[config.mk]
export PLATFORM = sky130hd
export DESIGN_NAME = length_framed_event_deframer
export DESIGN_NICKNAME = d
export VERILOG_FILES = /design/src/hw/rtl/lfed_pkg.sv /design/src/hw/rtl/lfed_ram.sv /design/src/hw/rtl/length_framed_event_deframer.sv
export SDC_FILE = /design/constraint.sdc
export NUM_CORES = 1
export LEC_CHECK = 0
export BUFFER_PORTS_ARGS = -buffer_cell sky130_fd_sc_hd__buf_2
export CORE_ASPECT_RATIO = 0.75
export CORE_UTILIZATION = 40
export CTS_CLUSTER_SIZE = 25
export DETAILED_ROUTE_END_ITERATION = 10
export SLEW_MARGIN = 20
export SYNTH_ARGS = -nofsm -noshare
export SYNTH_HDL_FRONTEND = slang
export SYNTH_HIERARCHICAL = 1
export SYNTH_SLANG_ARGS = --single-unit
[constraint.sdc]
create_clock -name clk_i -period 9.6 [get_ports clk_i]
set_clock_uncertainty 0.1 [all_clocks]
set_input_delay 1.92 -clock clk_i [delete_from_list [all_inputs] [get_ports clk_i]]
set_output_delay 1.92 -clock clk_i [all_outputs]
set_load 0.01 [all_outputs]
[src/hw/rtl/lfed_pkg.sv]
// Shared types and constants of the length-framed event deframer.
package lfed_pkg;

  // Framing and opcode bytes.
  localparam logic [7:0] START_BYTE    = 8'hAA;
  localparam logic [7:0] OPC_ACK       = 8'h00;
  localparam logic [7:0] OPC_LE_SIGNAL = 8'h32;

  // Width of the payload count field.
  localparam int unsigned COUNT_W = 7;

  // Result kinds.
  typedef enum logic [1:0] {
    KIND_ACK     = 2'd0,
    KIND_LE      = 2'd1,
    KIND_UNKNOWN = 2'd2,
    KIND_BADSUM  = 2'd3
  } kind_e;

  // Position of the deframer inside a frame.
  typedef enum logic [2:0] {
    PH_HUNT   = 3'd0,
    PH_LEN_HI = 3'd1,
    PH_LEN_LO = 3'd2,
    PH_BODY   = 3'd3,
    PH_CHECK  = 3'd4
  } phase_e;

  // Control sequencer: take bytes, or replay the payload store.
  typedef enum logic [1:0] {
    ST_RUN     = 2'd0,
    ST_EMIT_RD = 2'd1,
    ST_EMIT_WR = 2'd2
  } ctrl_e;

endpackage

[src/hw/rtl/lfed_ram.sv]
// Generic single-clock RAM with one write port and one registered read port.
module lfed_ram #(
  parameter int WIDTH = 8,
  parameter int DEPTH = 64,
  localparam int AW = (DEPTH > 1) ? $clog2(DEPTH) : 1
) (
  input  logic             clk_i,
  input  logic             we_i,
  input  logic [AW-1:0]    waddr_i,
  input  logic [WIDTH-1:0] wdata_i,
  input  logic             re_i,
  input  logic [AW-1:0]    raddr_i,
  output logic [WIDTH-1:0] rdata_o
);

  logic [WIDTH-1:0] mem_q [DEPTH];
  logic [WIDTH-1:0] rdata_q;

  // Write port.
  always_ff @(posedge clk_i) begin
    if (we_i) begin
      mem_q[waddr_i] <= wdata_i;
    end
  end

  // Read port; data is registered and appears in the cycle after the read request.
  always_ff @(posedge clk_i) begin
    if (re_i) begin
      rdata_q <= mem_q[raddr_i];
    end
  end

  assign rdata_o = rdata_q;

endmodule

[src/hw/rtl/length_framed_event_deframer.sv]
// Top level of the length-framed event deframer.
//
// The block takes one link byte per request and looks for frames of the form
// start byte 0xAA, 16-bit big-endian body length, body, checksum byte; a frame
// is good when every byte after the start byte sums to zero modulo 256. The
// checksum byte produces the results: one result for an acknowledge, an
// unknown opcode, a bad sum or an LE signalling event with no payload. For an
// LE signalling event with N stored payload bytes, the payload is read back
// from the payload RAM and one result per byte is shown, each by a RAM read
// and then an output register load that waits for the output register to
// free up, so input is held off until the last payload byte has been shown.
// Payload bytes beyond PAYLOAD_DEPTH are dropped and flagged as truncated. The
// output register lets ordinary bytes keep flowing while a result waits to be
// taken; only a checksum byte waits for the output register to free up.
module length_framed_event_deframer #(
  parameter int PAYLOAD_DEPTH = 64
) (
  input  logic        clk_i,
  input  logic        rst_ni,
  // Byte input channel.
  input  logic        in_valid_i,
  output logic        in_stall_o,
  input  logic [7:0]  rx_byte_i,
  // Result channel.
  output logic        out_valid_o,
  input  logic        out_stall_i,
  output logic [1:0]  kind_o,
  output logic [7:0]  opcode_o,
  output logic [15:0] frame_length_o,
  output logic [7:0]  ack_cmd_o,
  output logic [7:0]  ack_status_o,
  output logic [7:0]  sub_event_o,
  output logic [7:0]  payload_byte_o,
  output logic        payload_valid_o,
  output logic [6:0]  payload_count_o,
  output logic        truncated_o,
  output logic        last_o
);

  localparam int AW = (PAYLOAD_DEPTH > 1) ? $clog2(PAYLOAD_DEPTH) : 1;
  localparam logic [lfed_pkg::COUNT_W-1:0] DEPTH_CNT = lfed_pkg::COUNT_W'(PAYLOAD_DEPTH);

  // Frame state.
  lfed_pkg::phase_e phase_q, phase_d;
  lfed_pkg::ctrl_e  st_q, st_d;
  logic [15:0] len_q, len_d;
  logic [15:0] idx_q, idx_d;
  logic [7:0]  sum_q, sum_d;
  logic [7:0]  opc_q, opc_d;
  logic [7:0]  par1_q, par1_d;
  logic [7:0]  par2_q, par2_d;
  logic [lfed_pkg::COUNT_W-1:0] fill_q, fill_d;
  logic [lfed_pkg::COUNT_W-1:0] rd_idx_q, rd_idx_d;
  logic ovf_q, ovf_d;

  // Output register.
  logic             out_valid_q, out_valid_d;
  lfed_pkg::kind_e  kind_q, kind_d;
  logic [7:0]       opcode_q, opcode_d;
  logic [15:0]      flen_q, flen_d;
  logic [7:0]       cmd_q, cmd_d;
  logic [7:0]       status_q, status_d;
  logic [7:0]       sub_q, sub_d;
  logic [7:0]       pbyte_q, pbyte_d;
  logic             pvalid_q, pvalid_d;
  logic [6:0]       pcount_q, pcount_d;
  logic             trunc_q, trunc_d;
  logic             last_q, last_d;
  logic             out_load;

  // Payload RAM access.
  logic          ram_we;
  logic          ram_re;
  logic [7:0]    ram_rdata;

  logic          in_acc;
  logic          out_free;
  logic [7:0]    sum_next;
  logic [15:0]   idx_next;
  logic [15:0]   len_full;
  logic [lfed_pkg::COUNT_W-1:0] rd_idx_next;
  logic          rd_last;

  lfed_ram #(
    .WIDTH (8),
    .DEPTH (PAYLOAD_DEPTH)
  ) u_payload_ram (
    .clk_i   (clk_i),
    .we_i    (ram_we),
    .waddr_i (fill_q[AW-1:0]),
    .wdata_i (rx_byte_i),
    .re_i    (ram_re),
    .raddr_i (rd_idx_q[AW-1:0]),
    .rdata_o (ram_rdata)
  );

  // Handshake qualifiers.
  assign out_free   = !out_valid_q || !out_stall_i;
  assign in_stall_o = (st_q != lfed_pkg::ST_RUN) ||
                      ((phase_q == lfed_pkg::PH_CHECK) && !out_free);
  assign in_acc     = in_valid_i && !in_stall_o;

  assign sum_next    = sum_q + rx_byte_i;
  assign idx_next    = idx_q + 16'd1;
  assign len_full    = {len_q[15:8], rx_byte_i};
  assign rd_idx_next = rd_idx_q + lfed_pkg::COUNT_W'(1);
  assign rd_last     = (rd_idx_next == fill_q);

  // Frame parsing, result selection and payload replay.
  always_comb begin
    phase_d  = phase_q;
    st_d     = st_q;
    len_d    = len_q;
    idx_d    = idx_q;
    sum_d    = sum_q;
    opc_d    = opc_q;
    par1_d   = par1_q;
    par2_d   = par2_q;
    fill_d   = fill_q;
    rd_idx_d = rd_idx_q;
    ovf_d    = ovf_q;
    ram_we   = 1'b0;
    ram_re   = 1'b0;
    out_load = 1'b0;

    kind_d   = lfed_pkg::KIND_UNKNOWN;
    opcode_d = opc_q;
    flen_d   = len_q;
    cmd_d    = 8'h00;
    status_d = 8'h00;
    sub_d    = 8'h00;
    pbyte_d  = 8'h00;
    pvalid_d = 1'b0;
    pcount_d = 7'd0;
    trunc_d  = 1'b0;
    last_d   = 1'b1;

    case (st_q)
      lfed_pkg::ST_RUN: begin
        if (in_acc) begin
          case (phase_q)
            lfed_pkg::PH_LEN_HI: begin
              sum_d   = sum_next;
              len_d   = {rx_byte_i, 8'h00};
              phase_d = lfed_pkg::PH_LEN_LO;
            end
            lfed_pkg::PH_LEN_LO: begin
              sum_d   = sum_next;
              len_d   = len_full;
              phase_d = (len_full == 16'd0) ? lfed_pkg::PH_CHECK : lfed_pkg::PH_BODY;
            end
            lfed_pkg::PH_BODY: begin
              sum_d = sum_next;
              // The first three body bytes are the header; the rest is payload.
              if (idx_q == 16'd0) begin
                opc_d = rx_byte_i;
              end else if (idx_q == 16'd1) begin
                par1_d = rx_byte_i;
              end else if (idx_q == 16'd2) begin
                par2_d = rx_byte_i;
              end else if (fill_q < DEPTH_CNT) begin
                ram_we = 1'b1;
                fill_d = fill_q + lfed_pkg::COUNT_W'(1);
              end else begin
                ovf_d = 1'b1;
              end
              idx_d = idx_next;
              if (idx_next == len_q) begin
                phase_d = lfed_pkg::PH_CHECK;
              end
            end
            lfed_pkg::PH_CHECK: begin
              sum_d    = sum_next;
              phase_d  = lfed_pkg::PH_HUNT;
              out_load = 1'b1;
              if (sum_next != 8'h00) begin
                kind_d = lfed_pkg::KIND_BADSUM;
              end else if (opc_q == lfed_pkg::OPC_ACK) begin
                kind_d   = lfed_pkg::KIND_ACK;
                cmd_d    = par1_q;
                status_d = par2_q;
              end else if (opc_q == lfed_pkg::OPC_LE_SIGNAL) begin
                kind_d  = lfed_pkg::KIND_LE;
                sub_d   = par1_q;
                trunc_d = ovf_q;
                if (fill_q != '0) begin
                  // Payload present: replay it from the RAM instead.
                  out_load = 1'b0;
                  rd_idx_d = '0;
                  st_d     = lfed_pkg::ST_EMIT_RD;
                end
              end else begin
                kind_d = lfed_pkg::KIND_UNKNOWN;
              end
            end
            default: begin
              phase_d = lfed_pkg::PH_HUNT;
              if (rx_byte_i == lfed_pkg::START_BYTE) begin
                phase_d = lfed_pkg::PH_LEN_HI;
                len_d   = 16'd0;
                idx_d   = 16'd0;
                sum_d   = 8'h00;
                opc_d   = 8'h00;
                par1_d  = 8'h00;
                par2_d  = 8'h00;
                fill_d  = '0;
                ovf_d   = 1'b0;
              end
            end
          endcase
        end
      end
      lfed_pkg::ST_EMIT_RD: begin
        ram_re = 1'b1;
        st_d   = lfed_pkg::ST_EMIT_WR;
      end
      lfed_pkg::ST_EMIT_WR: begin
        // Read data is held in the RAM until the output register frees up.
        if (out_free) begin
          out_load = 1'b1;
          kind_d   = lfed_pkg::KIND_LE;
          sub_d    = par1_q;
          pbyte_d  = ram_rdata;
          pvalid_d = 1'b1;
          pcount_d = fill_q;
          trunc_d  = ovf_q;
          last_d   = rd_last;
          rd_idx_d = rd_idx_next;
          st_d     = rd_last ? lfed_pkg::ST_RUN : lfed_pkg::ST_EMIT_RD;
        end
      end
      default: begin
        st_d = lfed_pkg::ST_RUN;
      end
    endcase

    out_valid_d = out_load || (out_valid_q && out_stall_i);
  end

  // Control and frame state registers.
  always_ff @(posedge clk_i or negedge rst_ni) begin
    if (!rst_ni) begin
      phase_q     <= lfed_pkg::PH_HUNT;
      st_q        <= lfed_pkg::ST_RUN;
      len_q       <= 16'd0;
      idx_q       <= 16'd0;
      sum_q       <= 8'h00;
      opc_q       <= 8'h00;
      par1_q      <= 8'h00;
      par2_q      <= 8'h00;
      fill_q      <= '0;
      rd_idx_q    <= '0;
      ovf_q       <= 1'b0;
      out_valid_q <= 1'b0;
    end else begin
      phase_q     <= phase_d;
      st_q        <= st_d;
      len_q       <= len_d;
      idx_q       <= idx_d;
      sum_q       <= sum_d;
      opc_q       <= opc_d;
      par1_q      <= par1_d;
      par2_q      <= par2_d;
      fill_q      <= fill_d;
      rd_idx_q    <= rd_idx_d;
      ovf_q       <= ovf_d;
      out_valid_q <= out_valid_d;
    end
  end

  // Output payload register.
  always_ff @(posedge clk_i) begin
    if (out_load) begin
      kind_q   <= kind_d;
      opcode_q <= opcode_d;
      flen_q   <= flen_d;
      cmd_q    <= cmd_d;
      status_q <= status_d;
      sub_q    <= sub_d;
      pbyte_q  <= pbyte_d;
      pvalid_q <= pvalid_d;
      pcount_q <= pcount_d;
      trunc_q  <= trunc_d;
      last_q   <= last_d;
    end
  end

  assign out_valid_o     = out_valid_q;
  assign kind_o          = kind_q;
  assign opcode_o        = opcode_q;
  assign frame_length_o  = flen_q;
  assign ack_cmd_o       = cmd_q;
  assign ack_status_o    = status_q;
  assign sub_event_o     = sub_q;
  assign payload_byte_o  = pbyte_q;
  assign payload_valid_o = pvalid_q;
  assign payload_count_o = pcount_q;
  assign truncated_o     = trunc_q;
  assign last_o          = last_q;

`ifndef NO_ASSERTIONS
  // Replay only runs for a frame that stored payload.
  a_emit_has_payload: assert property (@(posedge clk_i) disable iff (!rst_ni)
    (st_q != lfed_pkg::ST_RUN) |-> (fill_q != '0))
    else $error("payload replay with an empty payload store");

  // The replay index stays inside the stored payload.
  a_rd_idx_bound: assert property (@(posedge clk_i) disable iff (!rst_ni)
    (st_q != lfed_pkg::ST_RUN) |-> (rd_idx_q < fill_q))
    else $error("payload replay index past the fill count");

  // The fill count never exceeds the store depth.
  a_fill_bound: assert property (@(posedge clk_i) disable iff (!rst_ni)
    fill_q <= DEPTH_CNT)
    else $error("payload fill count above store depth");

  // The final replayed result returns the block to taking bytes.
  a_last_returns: assert property (@(posedge clk_i) disable iff (!rst_ni)
    (st_q == lfed_pkg::ST_EMIT_WR && out_load && rd_last) |=> (st_q == lfed_pkg::ST_RUN))
    else $error("replay did not finish after its last result");

  // A result that waits is not overwritten.
  a_no_overwrite: assert property (@(posedge clk_i) disable iff (!rst_ni)
    (out_valid_q && out_stall_i) |-> !out_load)
    else $error("output register loaded while its result waits");
`endif

endmodule

==> results.yml <==
outcome:
  status: "completed"
timing:
  setup_viol: 0
  rsz0062_at_grt: "false"
  worst_slew_margin_rel_pct: 28.14
  worstMarginPinSlew_ns: 1.074
  fmax_mhz: 193.9
  tns_ns: 0
  final_max_slew_viol_count: 0
  period_needed_ns: 5.158
  hold_viol: 0
  finalCritPeriodShare_pct: 53.73
global_route:
  antenna_found_initial: 1
  globalRouteTotalUtil_pct: 19.73
  grt_max_degree: 71
  grt_overflow_total: 0
  grt_pass1_wl_um: 102800
  first_global_vias: 15340
yosys:
  yosysWarningCount: 6
  synth-seq-area-share_pct: 71.32
  synth_cells: 1638
  syn_area_mm2: 0.02774
  yosys_register_bits: 673
  synth_enable_flop_cells: 588
  synthArstFlopShare_pct: 12.63
  post_synth_num_cell_types: 74
  synth_flop_cell: "edfxtp_1"
  syn_avg_cell_area_um2: 16.94
  syn-num-nets: 1665
place:
  portBuffers: 81
  placed_cell_area_mm2: 0.02906
  gp_congestion: 0.8790
  dp.final_hpwl_um: 44080
routing:
  wl_per_cell_um: 25.65
  via_count: 15660
  postRouteAntennaNets: 0
  avgViaCountPerCell: 5.848
  drc: 0
  wirelength_um: 68680
  drt_iter0_markers: 1527
  dr.pass1.iters: 5
floorplanning:
  ios: 82
  rows: 83
  die_y_um: 230.1
  dieArea_mm2: 0.07042
  die_x_um: 306.1
  core_mm2: 0.06854
  initial_core_util_pct: 40.47
power_and_ir_drop:
  p_int_uw: 5917
  swShare_pct: 32.11
  pwr-share-comb_pct: 27.9
  pwr_density_cell_mw_per_mm2: 278.7
  clockPowerShare_pct: 30.2
  pwr-share-seq_pct: 41.9
  irDropWorstVdd_mv: 0.1285
  p_leak_uw: 0.01022
  p_sw_uw: 2799
setup_path:
  worstPathArrival_ns: 5.29
  slowest_stage: "nor4_1"
  start_kind: "input pin"
  crit_buf_inv: 3
  path_cells: "buf_2, buf_4, ha_1, fa_1, a211oi_2, nor2_1, xor2_1, or4_1, nor4_1, a31oi_4, buf_4"
  cp.required_ns: 9.74
  crit_family: "simple AND/OR/NAND/NOR gates"
  r2r_cells: 7
  cp_slowest_stage_delay_ns: 0.61
  crit_top_cell: "buf_4"
  path_depth: 11
  crit_fanout: 68
  critPathKind: "in -> reg"
  endpoint_kind: "register"
cells_and_area:
  antennaDiodeCount: 0
  final_cell_mix: "edfxtp_1 (588), nor2_1 (128), mux4_2 (124), nand2_1 (83), dfrtp_1 (82)"
  syn2layout_area_growth_pct: 12.72
  drive_gt1_share_pct: 21.67
  fillers: 5850
  fin_area_mm2: 0.03127
  fin_nets: 1759
  mostFrequentLayoutCell: "edfxtp_1"
clock_network:
  clockRootBuffer: "clkbuf_16"
  cts_sinks: 673
  cts_resized: 0
  worstSkewPairLatency_ns: 0.61
  clockBufferDepth: 3
  cts_tree: "yes"
  clk_pin_slew_ns: 0.06
  cts_hold_buf: 0
  post-cts-setup-buffers: 0
  htreeDepth: 3
  cts_made_buffers: 68
min_path:
  worstHoldPathCells: 0
  hp-class: "reg -> reg"
flow_run:
  max-cap-violations: 0
==> cell usage after synthesis (15+ instances only) <==
cell | n | area, µm²
nor2b_1 | 18 | 112.6
mux2_2 | 26 | 292.8
xor2_1 | 18 | 157.7
nand2_1 | 83 | 311.6
mux2i_1 | 21 | 210.2
a21oi_1 | 15 | 75.07
o22ai_1 | 24 | 150.1
xnor2_1 | 20 | 175.2
clkbuf_1 | 47 | 176.4
buf_2 | 19 | 95.09
nor2_1 | 128 | 480.5
nor4_1 | 16 | 100.1
and2_1 | 34 | 212.7
o21ai_0 | 69 | 345.3
nand3_1 | 36 | 180.2
and3_1 | 16 | 100.1
dfrtp_1 | 85 | 2127
edfxtp_1 | 588 | 17660
mux4_2 | 124 | 2793
==> final timing paths <==
path	slack, ns	end	startpoint
max in group asynchronous	6.97	rd_idx_q[1]$_DFFE_PN0P_	rst_ni
hold reg to reg	0.38	opcode_o[6]$_DFFE_PP_	opc_q[6]$_DFFE_PN0P_
setup / recovery	4.44	frame_length_o[14]$_DFFE_PP_	rx_byte_i[0]
min in group asynchronous	1.07	idx_q[9]$_DFFE_PN0P_	rst_ni
setup reg to reg	5.02	u_payload_ram/mem_q[63][6]$_DFFE_PP_	phase_q[2]$_DFFE_PN0P_
hold / removal	0.38	opcode_o[6]$_DFFE_PP_	opc_q[6]$_DFFE_PN0P_
==> area by class of cell <==
type | count | area (µm²) | share of cell area [%]
clock inverters | 39 | 394.1 | 1.260
repair buffers | 108 | 610.6 | 1.953
well taps | 892 | 1116 | 3.569
multi-input cells | 867 | 7496 | 23.97
flip-flops and latches | 673 | 19790 | 63.30
clock buffers | 85 | 1807 | 5.778
inverters | 14 | 52.55 | 0.1681
==> stage by stage <==
| stage | setup slack, ns | instances | hold WS (ns) | total power [µW] | util [%] |
|---|---|---|---|---|---|
| after floorplan | 1.769 | 1638 | 0.3434 | 5327 | - |
| after global placement | 3.945 | 2554 | 0.3667 | 6089 | 42.39 |
| after detailed placement | 3.844 | 2554 | 0.3657 | 6120 | 42.39 |
| after CTS | 4.483 | 2678 | 0.3823 | 8758 | 45.60 |
| after global routing | 4.208 | 2678 | 0.3958 | 9068 | 45.62 |
| final | 4.442 | 2678 | 0.3777 | 8716 | 45.62 |
==> cells by family after synthesis <==
family / Yosys count / synth area share, %
DFF: 673 / 71.32
and+or+nand+nor: 427 / 7.970
AOI/OAI and AO/OA: 216 / 5.173
muxes: 171 / 11.88
buffers and inverters: 98 / 1.755
xor gates and xnor gates: 38 / 1.200
adders and majority gates: 15 / 0.7036
==> power groups by stage <==
stage	sequential, µW	combinational (µW)	clock, µW
3_5_place_dp	3720	2400	0
3_3_place_gp	3710	2380	0
2_1_floorplan	3610	1710	0
6_report	3650	2430	2630
4_1_cts	3660	2410	2690
5_1_grt	3680	2590	2790
==> routing by layer <==
layer / GRT usage [%] / part of all wire, %
met2: 28.53 / 44
met5: 0 / 0
met4: 4.656 / 1.9
met1: 30.26 / 45
met3: 4.323 / 8.5
==> registers in the layout (all words and copies together) (netlist names), 16 cells and up <==
signal,cells
flen_d,16
idx_q,16
frame_length_o,16
u_payload_ram/mem_q,512
Power figures use the tool's default switching activity.
